File: config.mk
export PLATFORM = sky130hd
export DESIGN_NAME = motor_command_frame_encoder_flat
export DESIGN_NICKNAME = d
export VERILOG_FILES = /design/src/hdl/mcfe_pkg.sv /design/src/hdl/mcfe_if.sv /design/src/hdl/motor_command_frame_encoder.sv /design/src/flat_wrapper.sv
export SDC_FILE = /design/constraint.sdc
export NUM_CORES = 1
export LEC_CHECK = 0
export ABC_AREA = 1
export BUFFER_PORTS_ARGS = -buffer_cell sky130_fd_sc_hd__buf_2
export CAP_MARGIN = 20
export CORE_MARGIN = 2
export CORE_UTILIZATION = 35
export DETAILED_ROUTE_END_ITERATION = 16
export PLACE_DENSITY_LB_ADDON = 0.2
export RECOVER_POWER = 100
export SLEW_MARGIN = 15
export SYNTH_ARGS = -nofsm -noshare
export SYNTH_HDL_FRONTEND = slang
export SYNTH_SLANG_ARGS = --single-unit
File: constraint.sdc
create_clock -name clk -period 5.55 [get_ports clk]
set_clock_uncertainty 0.1 [all_clocks]
set_input_delay 0.555 -clock clk [delete_from_list [all_inputs] [get_ports clk]]
set_output_delay 0.555 -clock clk [all_outputs]
set_load 0.05 [all_outputs]
File: src/hdl/mcfe_pkg.sv
`default_nettype none

package mcfe_pkg;

  // step counter width, enough for the whole control store
  localparam int PC_W = 7;

  // command opcodes
  localparam logic [3:0] OP_WR_SINGLE = 4'd0;
  localparam logic [3:0] OP_EN        = 4'd1;
  localparam logic [3:0] OP_VEL       = 4'd2;
  localparam logic [3:0] OP_POS       = 4'd3;
  localparam logic [3:0] OP_FAST_CFG  = 4'd4;
  localparam logic [3:0] OP_FAST_MOVE = 4'd5;
  localparam logic [3:0] OP_X_EN      = 4'd6;
  localparam logic [3:0] OP_X_VEL     = 4'd7;
  localparam logic [3:0] OP_X_POS     = 4'd8;
  localparam logic [3:0] OP_STOP      = 4'd9;
  localparam logic [3:0] OP_SYNC_RUN  = 4'd10;

  // shared tails and program entry points
  localparam logic [PC_W-1:0] PC_TAIL_SY   = 7'd0;
  localparam logic [PC_W-1:0] PC_TAIL_CRC  = 7'd2;
  localparam logic [PC_W-1:0] PC_WR_SINGLE = 7'd4;
  localparam logic [PC_W-1:0] PC_EN        = 7'd10;
  localparam logic [PC_W-1:0] PC_VEL       = 7'd14;
  localparam logic [PC_W-1:0] PC_POS       = 7'd20;
  localparam logic [PC_W-1:0] PC_FAST_CFG  = 7'd31;
  localparam logic [PC_W-1:0] PC_FAST_MOVE = 7'd37;
  localparam logic [PC_W-1:0] PC_STOP      = 7'd44;
  localparam logic [PC_W-1:0] PC_SYNC_RUN  = 7'd47;
  localparam logic [PC_W-1:0] PC_X_EN      = 7'd51;
  localparam logic [PC_W-1:0] PC_X_VEL     = 7'd62;
  localparam logic [PC_W-1:0] PC_X_POS     = 7'd77;

  localparam logic [15:0] CRC_INIT = 16'hFFFF;
  localparam logic [15:0] CRC_POLY = 16'hA001;

  // byte source select of one control word
  typedef enum logic [4:0] {
    SRC_K,
    SRC_ADDR,
    SRC_REG_HI,
    SRC_REG_LO,
    SRC_VAL_HI,
    SRC_VAL_LO,
    SRC_EN,
    SRC_SY,
    SRC_DIR,
    SRC_SPD_HI,
    SRC_SPD_LO,
    SRC_ACC_HI,
    SRC_ACC_LO,
    SRC_D3,
    SRC_D2,
    SRC_D1,
    SRC_D0,
    SRC_MODE,
    SRC_CRC_LO,
    SRC_CRC_HI
  } src_t;

  typedef struct packed {
    src_t            src;
    logic [7:0]      konst;
    logic            last;
    logic            jmp;
    logic [PC_W-1:0] target;
  } ctl_t;

  typedef struct packed {
    logic            known;
    logic [PC_W-1:0] pc;
  } entry_t;

  function automatic ctl_t cw_src(src_t s);
    ctl_t w;
    w = '{src: s, konst: 8'h00, last: 1'b0, jmp: 1'b0, target: '0};
    return w;
  endfunction

  function automatic ctl_t cw_src_jmp(src_t s, logic [PC_W-1:0] t);
    ctl_t w;
    w = '{src: s, konst: 8'h00, last: 1'b0, jmp: 1'b1, target: t};
    return w;
  endfunction

  function automatic ctl_t cw_src_last(src_t s);
    ctl_t w;
    w = '{src: s, konst: 8'h00, last: 1'b1, jmp: 1'b0, target: '0};
    return w;
  endfunction

  function automatic ctl_t cw_k(logic [7:0] k);
    ctl_t w;
    w = '{src: SRC_K, konst: k, last: 1'b0, jmp: 1'b0, target: '0};
    return w;
  endfunction

  function automatic ctl_t cw_k_jmp(logic [7:0] k, logic [PC_W-1:0] t);
    ctl_t w;
    w = '{src: SRC_K, konst: k, last: 1'b0, jmp: 1'b1, target: t};
    return w;
  endfunction

  function automatic ctl_t cw_k_last(logic [7:0] k);
    ctl_t w;
    w = '{src: SRC_K, konst: k, last: 1'b1, jmp: 1'b0, target: '0};
    return w;
  endfunction

  // opcode dispatch
  function automatic entry_t entry_of(logic [3:0] op);
    entry_t e;
    e.known = 1'b1;
    case (op)
      OP_WR_SINGLE: e.pc = PC_WR_SINGLE;
      OP_EN:        e.pc = PC_EN;
      OP_VEL:       e.pc = PC_VEL;
      OP_POS:       e.pc = PC_POS;
      OP_FAST_CFG:  e.pc = PC_FAST_CFG;
      OP_FAST_MOVE: e.pc = PC_FAST_MOVE;
      OP_X_EN:      e.pc = PC_X_EN;
      OP_X_VEL:     e.pc = PC_X_VEL;
      OP_X_POS:     e.pc = PC_X_POS;
      OP_STOP:      e.pc = PC_STOP;
      OP_SYNC_RUN:  e.pc = PC_SYNC_RUN;
      default: begin
        e.known = 1'b0;
        e.pc    = '0;
      end
    endcase
    return e;
  endfunction

  // control store
  function automatic ctl_t ucode(logic [PC_W-1:0] pc);
    ctl_t w;
    case (pc)
      // tail: sync flag then end byte
      7'd0:  w = cw_src(SRC_SY);
      7'd1:  w = cw_k_last(8'h6B);
      // tail: crc low then high
      7'd2:  w = cw_src(SRC_CRC_LO);
      7'd3:  w = cw_src_last(SRC_CRC_HI);
      // write single register
      7'd4:  w = cw_src(SRC_ADDR);
      7'd5:  w = cw_k(8'h06);
      7'd6:  w = cw_src(SRC_REG_HI);
      7'd7:  w = cw_src(SRC_REG_LO);
      7'd8:  w = cw_src(SRC_VAL_HI);
      7'd9:  w = cw_src_jmp(SRC_VAL_LO, PC_TAIL_CRC);
      // enable
      7'd10: w = cw_src(SRC_ADDR);
      7'd11: w = cw_k(8'hF3);
      7'd12: w = cw_k(8'hAB);
      7'd13: w = cw_src_jmp(SRC_EN, PC_TAIL_SY);
      // velocity
      7'd14: w = cw_src(SRC_ADDR);
      7'd15: w = cw_k(8'hF6);
      7'd16: w = cw_src(SRC_DIR);
      7'd17: w = cw_src(SRC_SPD_HI);
      7'd18: w = cw_src(SRC_SPD_LO);
      7'd19: w = cw_src_jmp(SRC_ACC_LO, PC_TAIL_SY);
      // position
      7'd20: w = cw_src(SRC_ADDR);
      7'd21: w = cw_k(8'hFD);
      7'd22: w = cw_src(SRC_DIR);
      7'd23: w = cw_src(SRC_SPD_HI);
      7'd24: w = cw_src(SRC_SPD_LO);
      7'd25: w = cw_src(SRC_ACC_LO);
      7'd26: w = cw_src(SRC_D3);
      7'd27: w = cw_src(SRC_D2);
      7'd28: w = cw_src(SRC_D1);
      7'd29: w = cw_src(SRC_D0);
      7'd30: w = cw_src_jmp(SRC_MODE, PC_TAIL_SY);
      // fast config
      7'd31: w = cw_src(SRC_ADDR);
      7'd32: w = cw_k(8'hF1);
      7'd33: w = cw_src(SRC_SPD_HI);
      7'd34: w = cw_src(SRC_SPD_LO);
      7'd35: w = cw_src(SRC_ACC_LO);
      7'd36: w = cw_src_jmp(SRC_MODE, PC_TAIL_SY);
      // fast move
      7'd37: w = cw_src(SRC_ADDR);
      7'd38: w = cw_k(8'hFC);
      7'd39: w = cw_src(SRC_D3);
      7'd40: w = cw_src(SRC_D2);
      7'd41: w = cw_src(SRC_D1);
      7'd42: w = cw_src(SRC_D0);
      7'd43: w = cw_k_last(8'h6B);
      // stop
      7'd44: w = cw_src(SRC_ADDR);
      7'd45: w = cw_k(8'hFE);
      7'd46: w = cw_k_jmp(8'h98, PC_TAIL_SY);
      // sync run
      7'd47: w = cw_src(SRC_ADDR);
      7'd48: w = cw_k(8'hFF);
      7'd49: w = cw_k(8'h66);
      7'd50: w = cw_k_last(8'h6B);
      // write multiple: enable
      7'd51: w = cw_src(SRC_ADDR);
      7'd52: w = cw_k(8'h10);
      7'd53: w = cw_k(8'h00);
      7'd54: w = cw_k(8'hE0);
      7'd55: w = cw_k(8'h00);
      7'd56: w = cw_k(8'h02);
      7'd57: w = cw_k(8'h04);
      7'd58: w = cw_k(8'hAB);
      7'd59: w = cw_src(SRC_EN);
      7'd60: w = cw_src(SRC_SY);
      7'd61: w = cw_k_jmp(8'h00, PC_TAIL_CRC);
      // write multiple: velocity
      7'd62: w = cw_src(SRC_ADDR);
      7'd63: w = cw_k(8'h10);
      7'd64: w = cw_k(8'h00);
      7'd65: w = cw_k(8'hE6);
      7'd66: w = cw_k(8'h00);
      7'd67: w = cw_k(8'h04);
      7'd68: w = cw_k(8'h08);
      7'd69: w = cw_src(SRC_DIR);
      7'd70: w = cw_k(8'h00);
      7'd71: w = cw_src(SRC_ACC_HI);
      7'd72: w = cw_src(SRC_ACC_LO);
      7'd73: w = cw_src(SRC_SPD_HI);
      7'd74: w = cw_src(SRC_SPD_LO);
      7'd75: w = cw_src(SRC_SY);
      7'd76: w = cw_k_jmp(8'h00, PC_TAIL_CRC);
      // write multiple: position
      7'd77: w = cw_src(SRC_ADDR);
      7'd78: w = cw_k(8'h10);
      7'd79: w = cw_k(8'h00);
      7'd80: w = cw_k(8'hF0);
      7'd81: w = cw_k(8'h00);
      7'd82: w = cw_k(8'h05);
      7'd83: w = cw_k(8'h0A);
      7'd84: w = cw_src(SRC_DIR);
      7'd85: w = cw_k(8'h00);
      7'd86: w = cw_src(SRC_SPD_HI);
      7'd87: w = cw_src(SRC_SPD_LO);
      7'd88: w = cw_src(SRC_D3);
      7'd89: w = cw_src(SRC_D2);
      7'd90: w = cw_src(SRC_D1);
      7'd91: w = cw_src(SRC_D0);
      7'd92: w = cw_src(SRC_MODE);
      7'd93: w = cw_src_jmp(SRC_SY, PC_TAIL_CRC);
      default: w = cw_k_last(8'h00);
    endcase
    return w;
  endfunction

  // modbus crc16 over one byte, reflected
  function automatic logic [15:0] crc_byte(logic [15:0] crc_in, logic [7:0] b);
    logic [15:0] c;
    c = crc_in ^ {8'h00, b};
    for (int i = 0; i < 8; i++) begin
      if (c[0]) begin
        c = (c >> 1) ^ CRC_POLY;
      end else begin
        c = c >> 1;
      end
    end
    return c;
  endfunction

endpackage

`default_nettype wire

File: src/hdl/mcfe_if.sv
`default_nettype none

// command channel
interface mcfe_in_if;
  logic        valid;
  logic        ready;
  logic [3:0]  opcode;
  logic [7:0]  dest_address;
  logic        enable_flag;
  logic        sync_flag;
  logic [7:0]  direction;
  logic [15:0] speed;
  logic [15:0] accel;
  logic [31:0] distance;
  logic [7:0]  pos_mode;
  logic [15:0] reg_number;
  logic [15:0] reg_value;

  modport source (
    output valid, opcode, dest_address, enable_flag, sync_flag, direction,
           speed, accel, distance, pos_mode, reg_number, reg_value,
    input  ready
  );
  modport sink (
    input  valid, opcode, dest_address, enable_flag, sync_flag, direction,
           speed, accel, distance, pos_mode, reg_number, reg_value,
    output ready
  );
endinterface

// frame byte channel
interface mcfe_out_if;
  logic       valid;
  logic       ready;
  logic [7:0] out_byte;
  logic       last_byte;

  modport source (output valid, out_byte, last_byte, input ready);
  modport sink (input valid, out_byte, last_byte, output ready);
endinterface

`default_nettype wire

File: src/hdl/motor_command_frame_encoder.sv
`default_nettype none

// Motor command frame encoder. One command item in, its serial frame out one
// byte item per cycle while the sink is ready, last_byte marking the final
// byte. A short control program steps through the frame: a dispatch on the
// opcode picks the entry step, each control word selects one byte and the
// step counter advances, jumps into a shared tail (sync flag plus end byte,
// or the two crc bytes) or ends the frame itself. The crc16 is folded in
// byte by byte as the frame goes out. A frame of N bytes (4 to 19) occupies
// the block from acceptance until the one-step-per-cycle sequencer has put
// its last byte into the single output register; sink stalls stretch it.
// Unknown opcodes (11 to 15) are accepted without making the block busy and
// produce no bytes. No configuration, no state between commands.
module motor_command_frame_encoder (
  input  wire logic   clk,
  input  wire logic   rst_n,
  mcfe_in_if.sink     in_chan,
  mcfe_out_if.source  out_chan
);

  logic                          busy_r, busy_nxt;
  logic [mcfe_pkg::PC_W-1:0]     pc_r, pc_nxt;
  logic [15:0]                   crc_r, crc_nxt;
  logic                          out_valid_r, out_valid_nxt;
  logic [7:0]                    out_byte_r, out_byte_nxt;
  logic                          out_last_r, out_last_nxt;

  // captured command
  logic [7:0]  addr_r;
  logic        en_r;
  logic        sy_r;
  logic [7:0]  dir_r;
  logic [15:0] spd_r;
  logic [15:0] acc_r;
  logic [31:0] dist_r;
  logic [7:0]  mode_r;
  logic [15:0] reg_num_r;
  logic [15:0] reg_val_r;

  mcfe_pkg::ctl_t   cw;
  mcfe_pkg::entry_t entry;
  logic [7:0]       byte_sel;
  logic             accept;
  logic             advance;
  logic             crc_upd;

  assign in_chan.ready      = !busy_r;
  assign out_chan.valid     = out_valid_r;
  assign out_chan.out_byte  = out_byte_r;
  assign out_chan.last_byte = out_last_r;

  assign accept  = in_chan.valid && !busy_r;
  assign advance = busy_r && (!out_valid_r || out_chan.ready);
  assign cw      = mcfe_pkg::ucode(pc_r);
  assign entry   = mcfe_pkg::entry_of(in_chan.opcode);
  assign crc_upd = (cw.src != mcfe_pkg::SRC_CRC_LO) && (cw.src != mcfe_pkg::SRC_CRC_HI);

  // byte select datapath
  always_comb begin
    case (cw.src)
      mcfe_pkg::SRC_K:      byte_sel = cw.konst;
      mcfe_pkg::SRC_ADDR:   byte_sel = addr_r;
      mcfe_pkg::SRC_REG_HI: byte_sel = reg_num_r[15:8];
      mcfe_pkg::SRC_REG_LO: byte_sel = reg_num_r[7:0];
      mcfe_pkg::SRC_VAL_HI: byte_sel = reg_val_r[15:8];
      mcfe_pkg::SRC_VAL_LO: byte_sel = reg_val_r[7:0];
      mcfe_pkg::SRC_EN:     byte_sel = {7'b0, en_r};
      mcfe_pkg::SRC_SY:     byte_sel = {7'b0, sy_r};
      mcfe_pkg::SRC_DIR:    byte_sel = dir_r;
      mcfe_pkg::SRC_SPD_HI: byte_sel = spd_r[15:8];
      mcfe_pkg::SRC_SPD_LO: byte_sel = spd_r[7:0];
      mcfe_pkg::SRC_ACC_HI: byte_sel = acc_r[15:8];
      mcfe_pkg::SRC_ACC_LO: byte_sel = acc_r[7:0];
      mcfe_pkg::SRC_D3:     byte_sel = dist_r[31:24];
      mcfe_pkg::SRC_D2:     byte_sel = dist_r[23:16];
      mcfe_pkg::SRC_D1:     byte_sel = dist_r[15:8];
      mcfe_pkg::SRC_D0:     byte_sel = dist_r[7:0];
      mcfe_pkg::SRC_MODE:   byte_sel = mode_r;
      mcfe_pkg::SRC_CRC_LO: byte_sel = crc_r[7:0];
      mcfe_pkg::SRC_CRC_HI: byte_sel = crc_r[15:8];
      default:              byte_sel = 8'h00;
    endcase
  end

  // sequencer next state
  always_comb begin
    busy_nxt      = busy_r;
    pc_nxt        = pc_r;
    crc_nxt       = crc_r;
    out_valid_nxt = out_valid_r;
    out_byte_nxt  = out_byte_r;
    out_last_nxt  = out_last_r;
    if (out_valid_r && out_chan.ready) begin
      out_valid_nxt = 1'b0;
    end
    if (accept) begin
      busy_nxt = entry.known;
      pc_nxt   = entry.pc;
      crc_nxt  = mcfe_pkg::CRC_INIT;
    end else if (advance) begin
      out_valid_nxt = 1'b1;
      out_byte_nxt  = byte_sel;
      out_last_nxt  = cw.last;
      if (crc_upd) begin
        crc_nxt = mcfe_pkg::crc_byte(crc_r, byte_sel);
      end
      if (cw.jmp) begin
        pc_nxt = cw.target;
      end else begin
        pc_nxt = pc_r + 1'b1;
      end
      if (cw.last) begin
        busy_nxt = 1'b0;
      end
    end
  end

  // control state and output register
  always_ff @(posedge clk) begin
    if (!rst_n) begin
      busy_r      <= 1'b0;
      out_valid_r <= 1'b0;
      pc_r        <= '0;
    end else begin
      busy_r      <= busy_nxt;
      out_valid_r <= out_valid_nxt;
      pc_r        <= pc_nxt;
    end
    crc_r      <= crc_nxt;
    out_byte_r <= out_byte_nxt;
    out_last_r <= out_last_nxt;
  end

  // command capture
  always_ff @(posedge clk) begin
    if (accept) begin
      addr_r    <= in_chan.dest_address;
      en_r      <= in_chan.enable_flag;
      sy_r      <= in_chan.sync_flag;
      dir_r     <= in_chan.direction;
      spd_r     <= in_chan.speed;
      acc_r     <= in_chan.accel;
      dist_r    <= in_chan.distance;
      mode_r    <= in_chan.pos_mode;
      reg_num_r <= in_chan.reg_number;
      reg_val_r <= in_chan.reg_value;
    end
  end

endmodule

`default_nettype wire

File: src/flat_wrapper.sv
// flat-port wrapper written by rule: the top's interface ports become plain ports
module motor_command_frame_encoder_flat 
  (clk, rst_n, in_chan_valid, in_chan_opcode, in_chan_dest_address, in_chan_enable_flag, in_chan_sync_flag, in_chan_direction, in_chan_speed, in_chan_accel, in_chan_distance, in_chan_pos_mode, in_chan_reg_number, in_chan_reg_value, in_chan_ready, out_chan_valid, out_chan_out_byte, out_chan_last_byte, out_chan_ready);
  mcfe_in_if in_chan_i ();
  mcfe_out_if out_chan_i ();
  input  wire logic clk;
  input  wire logic rst_n;
  input wire logic [$bits(in_chan_i.valid)-1:0] in_chan_valid;
  input wire logic [$bits(in_chan_i.opcode)-1:0] in_chan_opcode;
  input wire logic [$bits(in_chan_i.dest_address)-1:0] in_chan_dest_address;
  input wire logic [$bits(in_chan_i.enable_flag)-1:0] in_chan_enable_flag;
  input wire logic [$bits(in_chan_i.sync_flag)-1:0] in_chan_sync_flag;
  input wire logic [$bits(in_chan_i.direction)-1:0] in_chan_direction;
  input wire logic [$bits(in_chan_i.speed)-1:0] in_chan_speed;
  input wire logic [$bits(in_chan_i.accel)-1:0] in_chan_accel;
  input wire logic [$bits(in_chan_i.distance)-1:0] in_chan_distance;
  input wire logic [$bits(in_chan_i.pos_mode)-1:0] in_chan_pos_mode;
  input wire logic [$bits(in_chan_i.reg_number)-1:0] in_chan_reg_number;
  input wire logic [$bits(in_chan_i.reg_value)-1:0] in_chan_reg_value;
  output wire logic [$bits(in_chan_i.ready)-1:0] in_chan_ready;
  output wire logic [$bits(out_chan_i.valid)-1:0] out_chan_valid;
  output wire logic [$bits(out_chan_i.out_byte)-1:0] out_chan_out_byte;
  output wire logic [$bits(out_chan_i.last_byte)-1:0] out_chan_last_byte;
  input wire logic [$bits(out_chan_i.ready)-1:0] out_chan_ready;
  assign in_chan_i.valid = in_chan_valid;
  assign in_chan_i.opcode = in_chan_opcode;
  assign in_chan_i.dest_address = in_chan_dest_address;
  assign in_chan_i.enable_flag = in_chan_enable_flag;
  assign in_chan_i.sync_flag = in_chan_sync_flag;
  assign in_chan_i.direction = in_chan_direction;
  assign in_chan_i.speed = in_chan_speed;
  assign in_chan_i.accel = in_chan_accel;
  assign in_chan_i.distance = in_chan_distance;
  assign in_chan_i.pos_mode = in_chan_pos_mode;
  assign in_chan_i.reg_number = in_chan_reg_number;
  assign in_chan_i.reg_value = in_chan_reg_value;
  assign in_chan_ready = in_chan_i.ready;
  assign out_chan_valid = out_chan_i.valid;
  assign out_chan_out_byte = out_chan_i.out_byte;
  assign out_chan_last_byte = out_chan_i.last_byte;
  assign out_chan_i.ready = out_chan_ready;
  motor_command_frame_encoder u_core (.clk(clk), .rst_n(rst_n), .in_chan(in_chan_i), .out_chan(out_chan_i));
endmodule
== Yosys cells after proc, flatten, opt, wreduce, memory -nomap -nowiden ==
Memory sizes are Yosys's and may differ from the RTL's. A register that Yosys moved wholly into a read port is not among the register bits.
Index checks and enable logic that the tools add are counted.
Storage, ports and cells
  register bits after elaboration: 156
  ROM bits: 2048
  bits of input ports: 130
  output and inout bits: 11
  logic and storage cells: 117
  memories kept: 1
Cells by class
  $add $sub $neg: 1
  equality and inequality tests: 31
  mux-type cells: 43
  bitwise gates (word level): 10
  reductions and logical operators: 15
Memories
  (no name shown): words 128, width 16, rd ports 1, clocked after memory_dff 1, write ports 0, RTL line mcfe_pkg.sv:139  | case (pc)
Operators with widths (number)
  $mux W16: 29
  $pmux W8 S20: 1
  $pmux W7 S11: 1
  $eq A5 B4 Y1 const B: 8
  $mux W7: 5
  $not A2 Y3: 8
  $eq A5 B3 Y1 const B: 4
  $eq A5 B5 Y1 const B: 4
  $eq A4 B3 Y1 const B: 4
  $xor A16 B8 Y16: 1
  $eq A4 B4 Y1 const B: 3
  $reduce_or A11 Y1: 1
  $eq A5 B2 Y1 const B: 2
  $ne A5 B5 Y1 const B: 2
  $eq A4 B2 Y1 const B: 2
  $add A7 B1 Y7 const B: 1
  $mux W1: 7
  $reduce_and A2 Y1: 3
  $eq A5 B1 Y1 const B: 1
  $logic_not A5 Y1: 1
  $eq A4 B1 Y1 const B: 1
  $logic_and A1 B1 Y1: 4
  $logic_not A4 Y1: 1
  $reduce_bool A2 Y1: 2
  3 further kinds: 4

== Logic depth before layout (Yosys ltp) ==
  depth after elaboration: 40
  gate-level depth with buffers: 22
  gate-level depth less buffers: 21

== Least setup slack after synthesis ==
No wires, ideal clock.
  kind: register -> register
  start: register u_core.busy_r
  end: register u_core.acc_r[0], enable pin
  arrival time: 4.366 ns
  required time: 4.916 ns
  slack: 0.550 ns
  stages on the path, launching flop included: 5
  buffers on the path: 1
  period minus slack after synthesis: 5.000 ns
  cells stage by stage: dfxtp_1 -> inv_2 -> nand2_2 -> inv_1 -> clkbuf_1
On the way
  word-level cells in the longest chain between the ends: 2
RTL lines
  from (decl): RTL line motor_command_frame_encoder.sv:21  | logic busy_r, busy_nxt;
  from (signal assigned): RTL line motor_command_frame_encoder.sv:125  | busy_r <= busy_nxt;
  $logic_not A1 Y1
  via in_chan_ready: RTL line flat_wrapper.sv:20  | output wire logic [$bits(in_chan_i.ready)-1:0] in_chan_ready;
  $logic_and A1 B1 Y1: RTL line motor_command_frame_encoder.sv:52  | assign accept = in_chan.valid && !busy_r;
  via u_core.accept: RTL line motor_command_frame_encoder.sv:43  | logic accept;
  to (signal assigned): RTL line motor_command_frame_encoder.sv:142  | acc_r <= in_chan.accel;
  to (decl): RTL line motor_command_frame_encoder.sv:34  | logic [15:0] acc_r;
The timed path passes the listed nets, and every way through them passes these cells.
A chain may end at the register's enable or synchronous reset.

== Worst setup path after layout ==
  start: register u_core.cw[21] (netlist name)
  end: register u_core.crc_r[8]
On the way
  word-level cells in the longest chain between the ends: 33
  elaborated cells on any way between the ends: 58
  those cells by class: eq/ne (21); mux (30); bitwise (4); reduce/logical (3)
RTL lines
  $eq A5 B5 Y1, or another cell as far along: RTL line motor_command_frame_encoder.sv:60  | case (cw.src)
  $pmux W8 S20: RTL line motor_command_frame_encoder.sv:60
  $xor A16 B8 Y16: RTL line mcfe_pkg.sv:255  | c = crc_in ^ {8'h00, b};
  $mux W16 / $not A2 Y3 (equally long branches)
  $mux W16 (on tied branches): RTL line motor_command_frame_encoder.sv:104, mcfe_pkg.sv:257
  $mux W16 (on tied branches): RTL line motor_command_frame_encoder.sv:100, motor_command_frame_encoder.sv:104
  $mux W16 (on tied branches): RTL line motor_command_frame_encoder.sv:96, motor_command_frame_encoder.sv:100
  $mux W16, or another cell as far along: RTL line mcfe_pkg.sv:257  | if (c[0]) begin
  (+17 left out)
  $mux W16: RTL line motor_command_frame_encoder.sv:104  | if (crc_upd) begin
  $mux W16: RTL line motor_command_frame_encoder.sv:100  | end else if (advance) begin
  $mux W16: RTL line motor_command_frame_encoder.sv:96  | if (accept) begin
  $mux W16: RTL line mcfe_pkg.sv:257
  $mux W16: RTL line motor_command_frame_encoder.sv:104
  $mux W16: RTL line motor_command_frame_encoder.sv:100
  $mux W16: RTL line motor_command_frame_encoder.sv:96
  $mux W16: RTL line mcfe_pkg.sv:257
  to (signal assigned): RTL line motor_command_frame_encoder.sv:129  | crc_r <= crc_nxt;
  to (decl): RTL line motor_command_frame_encoder.sv:23  | logic [15:0] crc_r, crc_nxt;
Several ways; a longest one is shown, not always the timed one. The select of a mux whose other input is x is not followed.

==> metrics <==
CP Data Arrival Time 4.67 ns; Routability Congestion 0.966; H-tree Lvls 4; fin crit share 0.796; f_max 226 MHz; Top-Level Pins 141; worst r2r dst u_core.crc_r[8]; post-layout util 0.419; root buffer cell clkbuf_16; number of enable flip-flop cells after synthesis 131; Power, Total 4.11 mW; Gate Count Post-Synth 1,021; uppermost layer routed met4; aggregate routed wire length 27,900 um; Flop pwr share 0.399; Hold WS 0.193 ns; CTS Hold Buffers Added 0; clk sink count 172; initial antenna violation count 1; area grow syn2layout 17.7%; Sum Neg Setup Slack 0 ns; port bufs 140; Die W 161 um; aggregate global routing overflow 0; share of cells above drive strength 1 0.136; Max-Cap Viols 1; clock power share 0.287; DP Cell Count 1,465; sw frac 0.382; CTS tree yes; post-synthesis sequential area ratio 0.552; CTS max path bufs 2; Post-Synth Simple-Gate Area 0.293; via count 7,703; Mapped Avg Cell Area 8.44 um^2; Power Dens Cells 405 mW/mm^2; Synth cell types 43; Post-synth top cells nand2_1, edfxtp_1, nor2_1, nand3_1, o21ai_0; Net Switching 1.57 mW; first-pass GRT wire length 41,700 um; Synth top area share 0.456; Yosys top cell by area edfxtp_1; Initial Util 0.356; ranking of synthesized cells by area edfxtp_1, nand2_1, dfxtp_1; WL met2 13,300 um; Die Height 161 um; XOR/XNOR share of the synthesized area 0; Initial DRC Count 878; dpl hpwl 20,600 um; vias in the first global route 7,222; crit path from u_core.cw[21]; Compound-Gate Fraction of Synth Area 0.0930; Reg2Reg Launch Point u_core.cw[21]; most used flip-flop cell after synthesis edfxtp_1; Worst Hold Class in -> reg; crit path to u_core.crc_r[8]; largest net degree at the start of global routing 70; Peak VDD IR 0.169 mV; multiplexer share of the synthesized area 0; Reg2Reg Setup Slack 1.13 ns; Worst Setup Start Kind flip-flop; Num CTS Buffers 17; gr usage total 0.215; Post-Syn Area 0.00862 mm^2; FP Rows 57; LEAKAGE 4.43 nW; drt wl/cell 18.6 um; Metal-1 WL 12,500 um; CP Capture Type flip-flop; nets 1,298; failing checks max-capacitance violations, max-slew violations; Post-Synth Adder-Cell Area 0.0116; final std cells w/o fill 1,498; Slew @ Worst Pin 1.68 ns; internal power 2.54 mW; most frequent cell after synthesis nand2_1; postcts setup bufs 0; Slew HR -0.121; RSZ-0062 raised after global routing false; DR pass1 iterations 6; Logic pwr share 0.313; latest clock arrival within the worst-skew pair 0.43 ns; FFs w/ async S/R, synth 0; vias per inst 5.14; Max Slew Vio Count 70; critical path fanouts, max 33; Tmin final 4.42 ns; syn_nets 1,159; R2R depth 8; die area 0.0259 mm^2; data required time of the worst path 5.80 ns; status finished with violations; Yosys warning count 0; DR WL met3 1470 um; Hold Vio Cnt, Final 0; CP Class reg -> reg; DRC errors left 0; cts repair resizes 0; core area 0.0242 mm^2; DRT antenna net count 0; Finish-stage setup viols 0; Synth Register Bits 172; Reg clk slew, reported paths 0.07 ns; largest family of logic cells by synthesized area simple AND/OR/NAND/NOR gates
## layout make-up
type / count / area, um^2
inverter: 77 / 292
timing repair buffer: 150 / 707
tap: 324 / 405
clock buffer: 17 / 425
clock inverter: 15 / 151
multi-input combinational: 742 / 3410
sequential: 172 / 4750
fill: 2489 / 14100
antenna: 1 / 2.50
## worst min path at each step
stage,startpoint,endpoint,slack (ns),depth (start not counted)
after floorplan,u_core.cw[8],u_core.out_chan.last_byte,0.31,0
after global placement,u_core.cw[8],u_core.out_chan.last_byte,0.33,0
after detailed placement,u_core.cw[8],u_core.out_chan.last_byte,0.34,0
after CTS,in_chan_distance[31],u_core.dist_r[31],0.17,1
after global routing,in_chan_distance[31],u_core.dist_r[31],0.17,1
final,in_chan_distance[31],u_core.dist_r[31],0.19,1
## per-stage QoR
step | area, um^2 | setup slack [ns]
2_1_floorplan | 8620 | 0.550
3_3_place_gp | 9660 | 1.80
3_5_place_dp | 9660 | 1.81
4_1_cts | 10200 | 1.93
5_1_grt | 10100 | 0.830
6_report | 10100 | 1.13
## power by group through the flow
| stage | logic (mW) | registers [mW] | clock network, mW |
|---|---|---|---|
| floorplan | 0.885 | 1.69 | 0 |
| global placement | 1.28 | 1.67 | 0 |
| detailed placement | 1.28 | 1.67 | 0 |
| CTS | 1.28 | 1.64 | 1.20 |
| global route | 1.45 | 1.65 | 1.25 |
| finish | 1.29 | 1.64 | 1.18 |
## sequential cells by signal, summed over array words and instances (netlist names), 7 cells and up
register,flops
u_core.mode_r,8
u_core.cw,16
u_core.dir_r,8
u_core.spd_r,16
u_core.pc_r,7
u_core.out_chan.out_byte,8
u_core.addr_r,8
u_core.dist_r,32
u_core.reg_val_r,16
u_core.reg_num_r,16
u_core.crc_r,16
u_core.acc_r,16
## routing by layer
layer / global-route usage / up-vias
li1: - / 3785
met1: 0.297 / 3604
met2: 0.346 / 280
met3: 0.0374 / 34
met4: 0.0674 / 0
met5: 0 / -
## critical path: stages, from the launching register on
cell and delay [ns]:
dfxtp_1 0.31, inv_1 0.82, nor2_1 0.40, nor3b_1 1.22, clkbuf_1 0.55, clkinv_1 0.47
a21oi_1 0.21, o21ai_0 0.14, o211ai_1 0.11
## cell usage in the layout, fill, tap and decap left out, types with 17 or more instances in the layout
cell type,synthesis,final
a21oi_1,34,34
edfxtp_1,131,131
o21ai_0,69,70
buf_2,17,102
nand3_1,70,71
nor2_1,110,111
nand2_1,330,331
clkbuf_1,9,43
dfxtp_1,41,41
inv_1,68,70
nand4_1,57,57
clkbuf_16,0,17
## kinds of logic after synthesis
kind of cell	after synthesis
AND/OR/NAND/NOR	593
flip-flops	172
AO/OA/AOI/OAI	141
buffers and inverters	107
adder cells (fa/ha/maj)	8
Power figures use the tool's default switching activity.
